File: src/design/rht_ram.sv
// ----------------------------------------------------------------------------
// rht_ram
// Generic single-write, single-read RAM with registered read data.
// ----------------------------------------------------------------------------
`default_nettype none

module rht_ram #(
    parameter int WIDTH = 32,
    parameter int DEPTH = 64
) (
    input  wire logic                             aclk,
    input  wire logic                             we,
    input  wire logic [$clog2(DEPTH > 1 ? DEPTH : 2)-1:0] waddr,
    input  wire logic [WIDTH-1:0]                 wdata,
    input  wire logic [$clog2(DEPTH > 1 ? DEPTH : 2)-1:0] raddr,
    output logic      [WIDTH-1:0]                 rdata
);

    logic [WIDTH-1:0] mem [DEPTH];

    // write port and registered read port
    always_ff @(posedge aclk) begin
        if (we) begin
            mem[waddr] <= wdata;
        end
        rdata <= mem[raddr];
    end

endmodule

`default_nettype wire

File: config.mk
export PLATFORM = sky130hd
export DESIGN_NAME = rht_ram
export DESIGN_NICKNAME = d
export VERILOG_FILES = /design/src/design/rht_ram.sv
export SDC_FILE = /design/constraint.sdc
export NUM_CORES = 2
export LEC_CHECK = 0
export BUFFER_PORTS_ARGS = -buffer_cell sky130_fd_sc_hd__buf_2
export CAP_MARGIN = 20
export CORE_MARGIN = 5
export CORE_UTILIZATION = 25
export DETAILED_ROUTE_END_ITERATION = 8
export GPL_ROUTABILITY_DRIVEN = 0
export HOLD_SLACK_MARGIN = 0.05
export PLACE_DENSITY_LB_ADDON = 0.1
export SYNTH_ARGS = -nofsm -noshare
export SYNTH_HDL_FRONTEND = slang
export SYNTH_SLANG_ARGS = --single-unit
File: constraint.sdc
create_clock -name aclk -period 3.27 [get_ports aclk]
set_input_delay 0.1635 -clock aclk [delete_from_list [all_inputs] [get_ports aclk]]
set_output_delay 0.1635 -clock aclk [all_outputs]
set_load 0.1 [all_outputs]
After elaboration in Yosys (flattened, before gate mapping)
Memory sizes are Yosys's and may differ from the RTL's. A register that Yosys moved wholly into a read port is not among the register bits.
Cells that the tools add are included.

operators by class
  multiply operators = 0
  div/mod/pow operators = 0
  bitwise operators = 0
  reductions and logical operators = 0
  multiplexer cells = 2
  shift-type cells = 0
  magnitude comparators = 0
  eq/ne operators = 0
  add/subtract/negate cells = 0

operator list
  cell     number
  $mux W1  2

word-level totals
  bits in writable memories = 2048
  memories = 1
  output and inout bits = 32
  input bits = 46
  logic and storage cells = 3
  bits in read-only memories = 0
  latch bits = 0
  register bits after elaboration = 0

memory list
  memory  words  bits a word  rd ports  clocked after Yosys merged registers in  wr ports  line  text
  mem     64     32           1         1                                        1         19    logic [WIDTH-1:0] mem [DEPTH];

Logic depth before layout (Yosys ltp)
  word-level depth = 2
  depth in mapped cells = 10
  gate-level depth less buffers = 5

Worst setup path after synthesis
OpenSTA, ideal clock, no wires.

  path type = input port to flip-flop
  from = input waddr[3] (netlist bit)
  to = memory mem[48][0] (enable)
  path buffers = 1
  setup time = 0.461 ns
  data required time = 2.809 ns
  slack = -0.053 ns
  arrival time = 2.862 ns
  stages = 4
  cells stage by stage = clkbuf_1 > nor2b_1 > nand4b_1 > nor3_1

RTL lines
  item             line  text
  start, declared  13    input wire logic [$clog2(DEPTH > 1 ? DEPTH : 2)-1:0] waddr,
  end, declared    19

No word-level cell before the write port.

==> impl_metrics.ini <==
[outcome]
status = finished clean

[timing]
rsz0062_at_grt = no
finalSetupTns_ps = 0
period_needed_ps = 2390
worst_pin_slew_ps = 1020
maxSlewViolCount = 0
setup_viol = 0
finClkSkew_ps = 45.7
finalHoldViolCount = 0
clock.fmax_ghz = 0.419
finalCritPeriodShare_pct = 73.1
maxSlewHeadroom_pct = 32.0

[setup_path]
worst-endpoint-required_ps = 3960
path_class = input port to register
crit_path_start_kind = input port
cp-end-kind = register
worstPathMaxFanout = 33
crit_arrival_ps = 3080

[pwr]
leakagePower_nw = 29.3
power_density_nw_per_um2 = 619
vdd_drop_max_mv = 0.461

[detailed_routing]
drc = 0
via_count = 37070
wl_microns = 254000
route.met3.wl_microns = 9420
drt-met1-wl_microns = 117000
top_layer = met5
routedWlPerCell_microns = 31.1
drtAntennaViolNets = 0
drt_iter0_drc = 2796
vias_per_cell = 4.55
drt-pass1-iter-count = 5
wl_met2_microns = 123000

[synthesis]
ys_warn_count = 0
synth_fp_nets = 3370
async_flop_share_pct = 0
ys.flop_type = edfxtp_1
synth.top_cell.area_share_pct = 78.3
synth_common_cells = 2048 x edfxtp_1, 544 x mux4_2, 137 x nor2_1, 93 x mux2i_1, 84 x o22ai_1
synthMostInstantiatedCell = edfxtp_1
ys_seq_area_share_pct = 79.1
synth_area_sq_um = 78500
syn-mean-instance-area_sq_um = 23.6
netlist.top_cell.by_area = edfxtp_1
synth.distinct_cells = 34
synth-edff-count = 2048
ys_ff_latch = 2080
syn_inst = 3324
synthTopCellsByArea = edfxtp_1 78%, mux4_2 16%, mux2i_1 1.2%, dfxtp_1 0.82%, o22ai_1 0.67%

[global_routing]
antenna_found_initial = 20
grt_pass1_wl_microns = 346000
grt_max_degree = 65
overflow = 0
grtUsageTotal_pct = 15.4
grt_pass1_vias = 39345

[placement]
portBuffers = 77
dpl-instance-area_sq_um = 86900
place_hpwl_microns = 148000
place_inst = 7668

[hold_path]
holdCritPathClass = input port to register

[die]
core-area_sq_um = 312000
start_util_pct = 25.1
die_x_microns = 570
die_h_microns = 570
fp-row-count = 205
die_area_sq_um = 325000
ios = 78

[clocking]
cts_tree = yes
clock_sinks = 2080
cts_buffers = 235
cts_resized = 0
cts_buffer_depth = 3
cts.clk_slew.worst_paths_ps = 60
ctsHtreeMaxLevel = 4
post_cts_buffers = 0
holdBufCountCts = 36
ctsRootBufferMaster = clkbuf_16
clkLatencyLatePin_ps = 880

[run]
drv_cap = 0

[cells_and_area]
area_growth_pct = 20.7
drive_gt1_share_pct = 32.9
fin_cells = 8149
final_cell_area_sq_um = 94700
finalNetCount = 3849
nFillCells = 30202
final_util_pct = 30.3
[cell type report]
class	count	area, sq um	area share (%)
antenna	5	12.5	0.0132
clock buffer	325	6360	6.71
clock inverter	113	1100	1.17
multi-input combinational	1062	16000	16.9
sequential	2080	62100	65.6
tap	4140	5180	5.47
timing repair buffer	424	3970	4.19
[kinds of logic (layout without fill, tap and decap cells)]
| logic type | count (synthesis) | count (layout) | synth area share [%] |
|---|---|---|---|
| buffers and inverters | 182 | 862 | 1.13 |
| AO/OA/AOI/OAI | 202 | 202 | 1.67 |
| multiplexers | 637 | 637 | 16.8 |
| flip-flops | 2080 | 2080 | 79.1 |
| AND/OR/NAND/NOR | 223 | 223 | 1.27 |
| other | 0 | 5 | 0 |
[worst max-delay path, cell delays in order]
cell     delay, ps
buf_8          270
buf_12         320
buf_12         270
mux4_2         550
mux4_2         480
o22ai_1        670
nor2_1         210
[registers in the layout (all words and copies together), names as in the netlist]
register,flops
rdata,32
mem,2048
[metrics by stage]
step | power, mW | hold slack, ps | worst slack [ps]
2_1_floorplan | 32.0 | 262 | 455
3_3_place_gp | 33.7 | 721 | -95.1
3_5_place_dp | 33.7 | 719 | -81.0
4_1_cts | 59.7 | 52.0 | 804
5_1_grt | 60.9 | 74.6 | 855
6_report | 58.6 | 77.0 | 881
[metal layers]
layer / GRT usage [%] / up-vias
li1: - / 15284
met1: 21.7 / 20720
met2: 25.6 / 781
met3: 2.33 / 279
met4: 2.95 / 6
met5: 0 / -
[where the power goes]
part | internal [mW] | switching, mW | total [mW] | leakage (nW)
logic | 1.17 | 2.26 | 3.43 | 6.94
clock network | 14.7 | 10.8 | 25.5 | 3.62
registers | 29.5 | 0.132 | 29.7 | 18.7
[cell usage in the layout (no fill, tap or decap), types with 25 or more instances in the layout]
master,n
a21oi_1,62
buf_12,68
buf_2,73
buf_4,243
clkbuf_1,76
clkbuf_16,235
clkinv_1,47
clkinv_2,31
dfxtp_1,32
dlygate4sd3_1,36
edfxtp_1,2048
mux2i_1,93
mux4_2,544
nand2_1,25
nor2_1,75
nor2_4,62
o221ai_1,27
o22ai_1,84
[worst paths after layout]
kind                     from          end  slack, ps  depth (start not counted)
setup reg to reg  mem[27][18]    rdata[18]        880                          4
hold reg to reg    mem[13][4]     rdata[4]        730                          4
hold / removal      wdata[28]  mem[53][28]         80                          1
setup / recovery     raddr[0]    rdata[18]        880                          7
Power figures use the tool's default switching activity.
